==> config.mk <==
export PLATFORM = sky130hd
export DESIGN_NAME = tmce_ctrl
export DESIGN_NICKNAME = d
export VERILOG_FILES = /design/src/rtl/tmce_pkg.sv /design/src/rtl/tmce_ctrl.sv
export SDC_FILE = /design/constraint.sdc
export NUM_CORES = 1
export LEC_CHECK = 0
export BUFFER_PORTS_ARGS = -buffer_cell sky130_fd_sc_hd__buf_4
export CORE_AREA = 2 2 39 41
export CTS_BUF_LIST = sky130_fd_sc_hd__clkbuf_8
export DETAILED_ROUTE_END_ITERATION = 8
export DIE_AREA = 0 0 41 43
export GPL_ROUTABILITY_DRIVEN = 0
export PLACE_DENSITY = 0.53
export SLEW_MARGIN = 5
export SYNTH_ARGS = -nofsm -noshare
export SYNTH_HDL_FRONTEND = slang
export SYNTH_SLANG_ARGS = --single-unit
==> constraint.sdc <==
create_clock -name clk -period 1.1 [get_ports clk]
set_input_delay 0.055 -clock clk [delete_from_list [all_inputs] [get_ports clk]]
set_output_delay 0.055 -clock clk [all_outputs]
set_load 0.1 [all_outputs]
==> src/rtl/tmce_pkg.sv <==
// ----------------------------------------------------------------------------
// tmce_pkg
// Shared constants, types and helpers for the text mode console engine.
// ----------------------------------------------------------------------------
package tmce_pkg;

  localparam int COLUMNS = 80;
  localparam int ROWS    = 25;
  localparam int CELLS   = ROWS * COLUMNS;
  localparam int ADDR_W  = $clog2(CELLS);
  localparam int COPY_N  = (ROWS - 1) * COLUMNS;   // cells moved by a scroll
  localparam int FILL_BASE = (ROWS - 1) * COLUMNS; // first cell of bottom row

  localparam int OP_W   = 2;
  localparam int CHAR_W = 8;
  localparam int ATTR_W = 8;
  localparam int COL_W  = 7;
  localparam int ROW_W  = 5;
  localparam int CELL_W = CHAR_W + ATTR_W;

  localparam logic [OP_W-1:0] OP_PUT  = 2'd0;
  localparam logic [OP_W-1:0] OP_POS  = 2'd1;
  localparam logic [OP_W-1:0] OP_READ = 2'd2;

  localparam logic [CHAR_W-1:0] NEWLINE_CODE = 8'd10;
  localparam logic [CHAR_W-1:0] BLANK_CODE   = 8'd32;
  localparam logic [ATTR_W-1:0] RESET_COLOR  = 8'd7;

  // controller -> datapath
  typedef struct packed {
    logic latch;    // capture request fields
    logic exec;     // perform the single cell access and cursor update
    logic copy;     // scroll copy step
    logic fill;     // bottom row blank fill step
    logic clear;    // post-reset clearing step
    logic cnt_clr;  // restart the sweep counter
    logic emit;     // load the result registers and pulse the strobe
  } cmd_t;

  // datapath -> controller
  typedef struct packed {
    logic clr_last;
    logic copy_last;
    logic fill_last;
    logic need_scroll;
    logic need_read;
  } stat_t;

  function automatic logic [ADDR_W-1:0] cell_addr(input logic [ROW_W-1:0] row,
                                                   input logic [COL_W-1:0] col);
    logic [ADDR_W-1:0] r;
    r = ADDR_W'(row);
    return ADDR_W'(r * ADDR_W'(COLUMNS)) + ADDR_W'(col);
  endfunction

endpackage

==> src/rtl/tmce_ctrl.sv <==
// ----------------------------------------------------------------------------
// tmce_ctrl
// Sequencer: post-reset clear, single access, read wait, scroll copy, fill.
// ----------------------------------------------------------------------------
module tmce_ctrl (
  input  logic            clk,
  input  logic            rst_n,
  input  logic            start,
  output logic            busy,
  input  tmce_pkg::stat_t stat,
  output tmce_pkg::cmd_t  cmd
);
  import tmce_pkg::*;

  localparam logic [2:0] S_CLEAR = 3'd0;
  localparam logic [2:0] S_IDLE  = 3'd1;
  localparam logic [2:0] S_EXEC  = 3'd2;
  localparam logic [2:0] S_READ  = 3'd3;
  localparam logic [2:0] S_COPY  = 3'd4;
  localparam logic [2:0] S_FILL  = 3'd5;

  logic [2:0] state_r, state_nxt;

  always_ff @(posedge clk) begin
    if (!rst_n) begin
      state_r <= S_CLEAR;
    end else begin
      state_r <= state_nxt;
    end
  end

  assign busy = (state_r != S_IDLE);

  always_comb begin
    state_nxt = state_r;
    cmd       = '0;
    case (state_r)
      S_CLEAR: begin
        cmd.clear = 1'b1;
        if (stat.clr_last) begin
          state_nxt = S_IDLE;
        end
      end
      S_IDLE: begin
        if (start) begin
          cmd.latch = 1'b1;
          state_nxt = S_EXEC;
        end
      end
      S_EXEC: begin
        cmd.exec = 1'b1;
        if (stat.need_scroll) begin
          cmd.cnt_clr = 1'b1;
          state_nxt   = S_COPY;
        end else if (stat.need_read) begin
          state_nxt = S_READ;
        end else begin
          cmd.emit  = 1'b1;
          state_nxt = S_IDLE;
        end
      end
      S_READ: begin
        cmd.emit  = 1'b1;
        state_nxt = S_IDLE;
      end
      S_COPY: begin
        cmd.copy = 1'b1;
        if (stat.copy_last) begin
          cmd.cnt_clr = 1'b1;
          state_nxt   = S_FILL;
        end
      end
      S_FILL: begin
        cmd.fill = 1'b1;
        if (stat.fill_last) begin
          cmd.emit  = 1'b1;
          state_nxt = S_IDLE;
        end
      end
      default: begin
        state_nxt = S_IDLE;
      end
    endcase
  end

  a_accept_busy: assert property (@(posedge clk) disable iff (!rst_n)
    (start && !busy) |=> busy)
    else $error("accepted request did not raise busy");

  a_copy_to_fill: assert property (@(posedge clk) disable iff (!rst_n)
    (state_r == S_COPY && stat.copy_last) |=> (state_r == S_FILL))
    else $error("scroll copy did not move on to fill");

  a_no_emit_in_clear: assert property (@(posedge clk) disable iff (!rst_n)
    (state_r == S_CLEAR) |-> !cmd.emit)
    else $error("result emitted during clearing pass");

endmodule

* After elaboration in Yosys (flattened, before gate mapping)
Cells that the tools add are included.
Widths: inputs -> output; s select.
** Word-level totals
- Bits of input ports :: 8
- Word-level logic and storage cells :: 33
- Register bits after elaboration :: 3
** Operators by class
- Reduce and logical (&&, ||, !) cells :: 2
- Equality and inequality tests :: 10
- Mux-type cells :: 20
** Operator list (count)
- $mux 3 :: 5
- $pmux 3 s5 :: 1
- $mux 1 :: 11
- $ne 2x2->1 const B :: 4
- $eq 3x2->1 const B :: 2
- $eq 3x3->1 const B :: 2
- $reduce_and 4->1 :: 1
- $eq 3x1->1 const B :: 1
- $logic_not 3->1 :: 1
- $ne 3x1->1 const B :: 1
- $pmux 1 s3 :: 1
- $mux 2 :: 1
- $pmux 1 s2 :: 1

* Longest topological paths before layout
Gate-level depths: netlist (run 1).
- Word-level depth :: 3
- Depth in mapped cells :: 4
- Gate-level depth less buffers :: 3

* Least setup slack after synthesis (run 1)
Ideal clock, no wire load.
- Path type :: register to output
- From :: register state_r[1]
- To :: output port cmd[0] (netlist name)
- Stages on the path, launching flop included :: 4
- Path slack :: -1.744 ns
- Data arrival time :: 2.789 ns
- Path buffers :: 1
- Data required time :: 1.045 ns
- Cells stage by stage :: dfxtp_1 -> buf_2 -> or2b_1 -> o21ai_0
** RTL lines
- from (decl) :: line tmce_ctrl.sv:22 : logic [2:0] state_r, state_nxt;
- from (signal assigned) :: line tmce_ctrl.sv:28 : state_r <= state_nxt;
- to (decl) :: line tmce_ctrl.sv:11 : output tmce_pkg::cmd_t cmd

==> results.txt, run 1 <==
Fin Clk Skew - 0.0000455 ns
Drc violations - 0
Gr busiest metal - met2
CP max stage delay - 0.36 ns
Vias in the first global route - 333
Drt pass-1 iters - 2
Grt met3 use - 4.71%
IO Pins - 16
Req. time, crit path - 1.04 ns
Worst hold stages - 2
Leak - 0.000298 uW
Mapped Cells - 32
Num rows - 14
Clock-pin slew on the worst setup and hold paths - 0.03 ns
GRT Overall Usage - 9.75%
Outcome - finished, violations left
Placed instance count - 67
Reg2reg start - state_r[2]
Cell chain of the critical path - or2b_4 -> o21ai_4 -> buf_12
Inserted Clock Buffers - 3
Endpoints failing setup - 11
Peak Freq - 0.792 GHz
Violated checks - negative setup slack
WP buf/inv - 1
Top FF cell, synth - dfxtp_1
Hold/Removal Path Class - in2reg
EDFF count, synth - 0
WS Path Type - reg2out
H-tree Lvls - 1
Reg-to-reg endpoint - state_r[1]
Fin nets - 70
Fillers - 120
Met1 Usage GRT - 11.3%
Die Height - 43 um
CP max FO - 6
ANT cells - 0
CP Capture Type - output pin
Initial Utilization - 19.2%
Maxcap violations - 0
Synth warn - 0
Proportion of layout cells with a drive suffix above 1 - 78.7%
Met2 usage - 15.6%
Hold_ws - 0.0943 ns
Synth cell count leaders - nor2_1, dfxtp_1
Post-Route Utilization - 51.1%
Area Overhead vs Synth - 167%
First-pass GRT wire length - 1.19 mm
Root buf cell - clkbuf_8
Top-count cell post-synth - nor2_1
DPL Wire Length - 560 um
Critical path launch point type - register
Core area - 0.00138 sq mm
WL per Instance - 10.8 um
Final worst slack - -0.163 ns
Post-Syn Area - 265 sq um
Final std cells w/o fill - 77
CTS tree - yes
Final Max Slew Viols - 0
Die ar. - 0.00176 sq mm
Post-synth cell types - 20
Post-synth top area cell - dfxtp_1
Delay-heaviest family, CP - flip-flops
Reg2reg setup slack - -0.05 ns
Die width - 41 um
Top cells by area, synth - dfxtp_1, o31ai_4, nor2_1
Worst Hold Endpoint - state_r[2]
Hold_buf cts - 0
Post-Place Worst Slack - -0.112 ns
Vias - 346
Headroom to the max-slew limit - 84.5%
Reg2reg path depth - 4
Share of flip-flops with an asynchronous set or reset - 0%
RSZ-0062 raised after global routing - true
Port bufs - 15
Longest Clk Path Bufs - 2
CP max-delay cell - dfxtp_4
Biggest register - state_r
Final wirelength - 831 um
Initial antenna violation count - 0
Slew at the pin closest to its max-slew limit - 0.231 ns
Sequential area share after synthesis - 22.6%
Syn_area_per_cell - 8.29 sq um
Post-route antenna net violation count - 0
Total grt overflow - 0
Yosys top cell area share - 22.6%
Hold_sp - rst_n
Tmin final - 1.26 ns
Clock latency on the worst-skew pair - 0.21 ns
VDD IR-drop max - 0.777 mV
DR vias/cell - 4.49
Power per cell area - 1060 mW/mm^2
#FFs+latches synth - 3
CTS Sinks - 3
Largest net degree at the start of global routing - 9
Max reg flops - 3
Final worst path period share - 115%
DRT iter0 DRCs - 1
Top Registers - state_r x3
Fin. Hold Viols - 0
Synthesized netlist net count - 40
WP data arrival - 1.21 ns
Overall power - 747 uW
==> where the power goes <==
group          leakage, uW  switching (uW)  internal [uW]
combinational     0.000244             174            141
sequential       0.0000267            14.0            112
clock            0.0000269            67.3            237
total             0.000298             256            491
==> kinds of logic (layout without fill, tap and decap cells) <==
| logic type | Yosys count | count (layout) | share of synthesized area (%) |
|---|---|---|---|
| mux | 1 | 1 | 5.66 |
| simple gates | 18 | 18 | 41.5 |
| flops | 3 | 3 | 22.6 |
| compound gates | 7 | 7 | 22.2 |
| buf+inv | 3 | 32 | 8.02 |
==> metal layers <==
layer	vias to the layer above	routed length, um
met4	0	0
met5	-	0
met1	160	331
met2	15	438
met3	0	61
li1	171	-
==> stage by stage <==
step,area (sq um),setup TNS [ns]
2_1_floorplan,327,-1.90
3_3_place_gp,478,-0.250
3_5_place_dp,478,-0.372
4_1_cts,683,-1.02
5_1_grt,707,-1.36
6_report,707,-0.987
==> repair_timing <==
action,4_1_cts,5_1_grt
gates cloned,0,0
resized for setup,32,4
pin swaps,5,2
buffers inserted,5,1
setup endpoints to repair,10,10
==> worst max path at each step <==
stage	from	slack (ns)	endpoint	cells after the start
2_1_floorplan	state_r[1]	-0.54	state_r[2]	4
3_3_place_gp	state_r[2]	-0.08	cmd[1]	4
3_5_place_dp	state_r[2]	-0.11	cmd[1]	4
4_1_cts	state_r[2]	-0.17	cmd[0]	3
5_1_grt	state_r[2]	-0.19	cmd[0]	3
6_report	state_r[2]	-0.16	cmd[0]	3
==> cell type report <==
class / count / area (sq um) / area share [%]
repair buffers: 28 / 314 / 44.4
multi-input cells: 26 / 256 / 36.3
flip-flops and latches: 3 / 71.3 / 10.1
clock buffers: 3 / 41.3 / 5.84
well taps: 16 / 20.0 / 2.83
clock inverters: 1 / 3.75 / 0.531
==> layout by cell type (no fill, tap or decap) <==
master,count
or2b_4,1
nor3_4,1
nand2_2,1
nand3b_1,2
inv_1,1
buf_12,8
o21ai_4,1
clkbuf_8,3
nor3b_4,1
and3_4,1
a22oi_1,1
and2_4,1
nor2b_1,1
and2b_1,1
o21ai_1,1
nand4bb_1,1
nor2_1,2
a22oi_2,1
dfxtp_4,3
nor2b_2,1
a211oi_1,1
mux2_4,1
a21oi_1,1
nor2_4,3
buf_4,19
o31ai_4,1
nand2_1,1
buf_6,1
Note: power is estimated with default switching activity, not from simulation.
==> run 2: changes to the inputs <==
--- a/config.mk
+++ b/config.mk
@@ -7,7 +7,7 @@
 export LEC_CHECK = 0
 export BUFFER_PORTS_ARGS = -buffer_cell sky130_fd_sc_hd__buf_4
 export CORE_AREA = 2 2 39 41
-export CTS_BUF_LIST = sky130_fd_sc_hd__clkbuf_8
+export CTS_BUF_LIST = sky130_fd_sc_hd__clkbuf_16
 export DETAILED_ROUTE_END_ITERATION = 8
 export DIE_AREA = 0 0 41 43
 export GPL_ROUTABILITY_DRIVEN = 0
==> run 2 against run 1 <==
Compared with the run above:
- the flow still finishes with violations (negative setup slack)
- highest routed layer is now met4
- wire length grew 12%
- worst setup slack lost 0.0098 ns
- global-route usage increased by 1.9 points
- sequential share of layout area down 0.52 points
- critical path type unchanged
- die area stayed put
- clock power rose by 87%
- count of clock-buffer cells in the layout unchanged
- flip-flop and latch count did not move
==> results.txt, run 2 (same netlist as run 1, synthesis figures left out) <==
Headroom to the max-slew limit - 83.8%
Grt met3 use - 4.71%
ANT cells - 0
Reg2reg setup slack - -0.06 ns
Total grt overflow - 0
Tmin final - 1.27 ns
Post-route antenna net violation count - 0
DRT iter0 DRCs - 1
Maxcap violations - 0
Comb pwr share - 31.4%
Sw Ratio - 28.7%
Worst Hold Endpoint - state_r[2]
Reg-to-reg endpoint - state_r[1]
Root buf cell - clkbuf_16
Die width - 41 um
Fin. Hold Viols - 0
Drt pass-1 iters - 3
Violated checks - negative setup slack
First-pass GRT wire length - 1.35 mm
WP data arrival - 1.22 ns
Critical path launch point type - register
Num rows - 14
Final wirelength - 928 um
DPL Wire Length - 560 um
Vias in the first global route - 347
Power per cell area - 1360 mW/mm^2
Most common cell after layout, fill and taps aside - buf_4
Clock-pin slew on the worst setup and hold paths - 0.03 ns
Biggest register - state_r
Initial Utilization - 19.2%
Int Pwr - 723 uW
Die Height - 43 um
WL per Instance - 12.1 um
Fin nets - 70
Vias - 354
Proportion of layout cells with a drive suffix above 1 - 80.3%
Clock latency on the worst-skew pair - 0.22 ns
Drc violations - 0
Max reg flops - 3
Initial antenna violation count - 0
Inserted Clock Buffers - 3
Reg2reg start - state_r[2]
RSZ-0062 raised after global routing - true
Die ar. - 0.00176 sq mm
Final worst slack - -0.173 ns
Gr busiest metal - met2
Longest Clk Path Bufs - 2
Clock share of power - 56.1%
IO Pins - 16
GRT Overall Usage - 11.6%
Largest net degree at the start of global routing - 9
Slew at the pin closest to its max-slew limit - 0.242 ns
Reg2reg path depth - 4
Req. time, crit path - 1.04 ns
WS Path Type - reg2out
Placed instance count - 67
Final Max Slew Viols - 0
CTS Sinks - 3
Core area - 0.00138 sq mm
Top Registers - state_r x3
Post-Route Utilization - 53.9%
CP max FO - 6
CP Capture Type - output pin
Hold_sp - rst_n
Reg power frac - 12.5%
Final std cells w/o fill - 77
Area Overhead vs Synth - 181%
DR vias/cell - 4.60
Overall power - 1010 uW
VDD IR-drop max - 0.830 mV
Fin Clk Skew - 0.000380 ns
H-tree Lvls - 1
Port bufs - 15
Post-Place Worst Slack - -0.112 ns
Endpoints failing setup - 11
TNS Setup - -1.12 ns
CTS tree - yes
Final worst path period share - 116%
Commonest non-fill, non-tap cells in the layout - buf_4, buf_12, nor2_4, clkbuf_16, dfxtp_4
Hold/Removal Path Class - in2reg
Met2 usage - 18.1%
Worst hold stages - 2
Leak - 0.000315 uW
Outcome - finished, violations left
Met1 Usage GRT - 12.8%
Peak Freq - 0.786 GHz
Net Sw Power - 291 uW
run 2: area by class of cell:
class	instances	area [sq um]
clock buffer	3	75.1
clock inverter	1	3.75
fill	117	638
multi-input combinational	26	262
sequential	3	71.3
tap	16	20.0
timing repair buffer	28	314
run 2: per-layer routing:
layer	vias up	share of wire, %
li1	171	-
met1	166	43
met2	15	50
met3	2	4.7
met4	0	1.5
met5	-	0
run 2: how the worst max path moves through the flow:
stage,from,endpoint,slack (ns),cells after the start
CTS,state_r[1],cmd[0],-0.18,3
floorplan,state_r[1],state_r[2],-0.54,4
global route,state_r[2],cmd[0],-0.21,4
finish,state_r[2],cmd[0],-0.17,3
global placement,state_r[2],cmd[1],-0.08,4
detailed placement,state_r[2],cmd[1],-0.11,4
run 2: repair_timing:
action                                  in CTS  in global routing
hold buffers                                 0                  0
pin swaps                                    6                  2
setup buffers                                5                  1
resized for setup                           33                  4
endpoints found under the setup margin      10                 10
run 2: stage by stage:
stage	cell area [sq um]	hold WS (ns)
global route	746	0.0931
detailed placement	478	0.309
floorplan	327	0.169
global placement	478	0.319
finish	746	0.0820
CTS	722	0.0818
run 2: worst max-delay path, cell delays in order, from the launching register on:
cell	delay (ns)
dfxtp_4	0.36
or2b_4	0.29
o21ai_4	0.15
buf_12	0.19
run 2: power by group through the flow:
stage                     sequential (uW)  combinational (uW)  clock [uW]
after floorplan                       124                 186           0
after global placement                135                 239           0
after detailed placement              134                 238           0
after CTS                             126                 309         571
after global routing                  129                 330         592
final                                 127                 318         569
==> run 3: changes to the inputs <==
--- a/config.mk
+++ b/config.mk
@@ -16,3 +16,4 @@
 export SYNTH_ARGS = -nofsm -noshare
 export SYNTH_HDL_FRONTEND = slang
 export SYNTH_SLANG_ARGS = --single-unit
+export TNS_END_PERCENT = 1
==> constraint.sdc (replaced) <==
create_clock -name clk -period 1.1 [get_ports clk]
set_input_delay 0.11 -clock clk [delete_from_list [all_inputs] [get_ports clk]]
set_output_delay 0.11 -clock clk [all_outputs]
set_load 0.1 [all_outputs]
==> run 3 against run 2 <==
Compared with the run above:
- critical endpoint unchanged
- sequential power hardly changed
- wire length is 16% lower
- largest cell class unchanged
- utilization is 6.8 points lower
- the run still ends with negative setup slack left
- via count is 11% lower
- critical path type unchanged
==> results.txt, run 3 (same netlist as run 1, synthesis figures left out) <==
Hold/Removal Path Class - in2reg
CP max-delay cell - dfxtp_2
DRT iter0 DRCs - 0
DR vias/cell - 4.45
Final worst path period share - 120%
Total grt overflow - 0
Endpoints failing setup - 10
WL per Instance - 10.9 um
Drc violations - 0
Max reg flops - 3
Placed instance count - 67
Hold_buf cts - 0
CP max FO - 7
CTS tree - yes
Clock latency on the worst-skew pair - 0.22 ns
Proportion of layout cells with a drive suffix above 1 - 70.9%
Die width - 41 um
Cell chain of the critical path - or2b_1 -> o21ai_4 -> buf_12
WP buf/inv - 1
Largest net degree at the start of global routing - 9
RSZ-0062 raised after global routing - true
Top Registers - state_r x3
Vias - 316
Fin. Hold Viols - 0
IO Pins - 16
WP data arrival - 1.21 ns
H-tree Lvls - 1
Num rows - 14
Clock-pin slew on the worst setup and hold paths - 0.03 ns
WS Path Type - reg2out
Hold_ws - 0.137 ns
Hold_sp - rst_n
Leak - 0.000272 uW
Commonest non-fill, non-tap cells in the layout - buf_4, buf_12, clkbuf_16, dfxtp_2
Violated checks - negative setup slack
Final wirelength - 777 um
Inserted Clock Buffers - 3
CP Capture Type - output pin
Root buf cell - clkbuf_16
VDD IR-drop max - 0.668 mV
Die Height - 43 um
Reg2reg setup slack - -0.04 ns
Biggest register - state_r
Post-route antenna net violation count - 0
Delay-heaviest family, CP - flip-flops
Fin Clk Skew - 0.00153 ns
Initial antenna violation count - 0
CTS Sinks - 3
Worst Hold Endpoint - state_r[1]
Req. time, crit path - 0.99 ns
GRT Overall Usage - 11.1%
DPL Wire Length - 582 um
Initial Utilization - 19.2%
ANT cells - 0
Final worst slack - -0.220 ns
Final std cells w/o fill - 71
CP max stage delay - 0.34 ns
Core area - 0.00138 sq mm
Reg-to-reg endpoint - state_r[0]
Maxcap violations - 0
Drt pass-1 iters - 1
Area Overhead vs Synth - 146%
Power per cell area - 1490 mW/mm^2
Port bufs - 15
Critical path launch point type - register
Reg2reg path depth - 4
Headroom to the max-slew limit - 84.9%
Tmin final - 1.32 ns
Final Max Slew Viols - 0
Die ar. - 0.00176 sq mm
Peak Freq - 0.757 GHz
First-pass GRT wire length - 1.26 mm
Fin nets - 64
Reg2reg start - state_r[2]
Slew at the pin closest to its max-slew limit - 0.225 ns
Vias in the first global route - 314
Most common cell after layout, fill and taps aside - buf_4
Longest Clk Path Bufs - 2
Worst hold stages - 3
Outcome - finished, violations left
-- run 3: how the worst max path moves through the flow --
stage	cells past startpoint	slack, ns	startpoint	to
detailed placement	3	-0.12	state_r[0]	cmd[0]
global route	3	-0.24	state_r[1]	cmd[0]
floorplan	4	-0.54	state_r[1]	state_r[2]
global placement	3	-0.12	state_r[0]	cmd[0]
finish	3	-0.22	state_r[1]	cmd[0]
CTS	3	-0.21	state_r[1]	cmd[0]
-- run 3: worst reg2reg max path, stage by stage, from the launching register on --
cell     delay, ns
dfxtp_2       0.34
buf_4         0.13
mux2_4        0.31
o31ai_4       0.18
nor2_1        0.07
-- run 3: metal layers --
layer	vias up	track usage [%]	wire length (um)
li1	162	-	-
met1	137	13.2	332
met2	14	15.0	374
met3	3	5.24	50
met4	0	8.00	20
met5	-	0	0
-- run 3: repair_timing --
item | in CTS | in global routing
pin swaps | 2 | 1
gates resized for setup | 28 | 1
setup endpoints to repair | 10 | 10
buffers inserted | 0 | 0
endpoints found under the hold margin | 0 | 0
-- run 3: layout make-up --
type / instances / area [sq um]
well taps: 16 / 20.0
clock inverters: 1 / 3.75
repair buffers: 22 / 251
multi-input cells: 26 / 238
flip-flops and latches: 3 / 63.8
fillers: 136 / 732
clock buffers: 3 / 75.1
-- run 3: per-stage QoR --
step	worst slack, ns	TNS [ns]	area (sq um)	util (%)	total power, uW
2_1_floorplan	-0.540	-3.56	307	-	296
3_3_place_gp	-0.115	-0.484	464	33.5	361
3_5_place_dp	-0.115	-0.551	464	33.5	360
4_1_cts	-0.206	-1.42	647	46.7	982
5_1_grt	-0.244	-1.79	652	47.1	1010
6_report	-0.220	-1.38	652	47.1	971
-- run 3: power breakdown --
group	total, uW	switching (uW)	internal [uW]
registers	130	13.1	117
clock network	569	101	469
logic	272	164	108
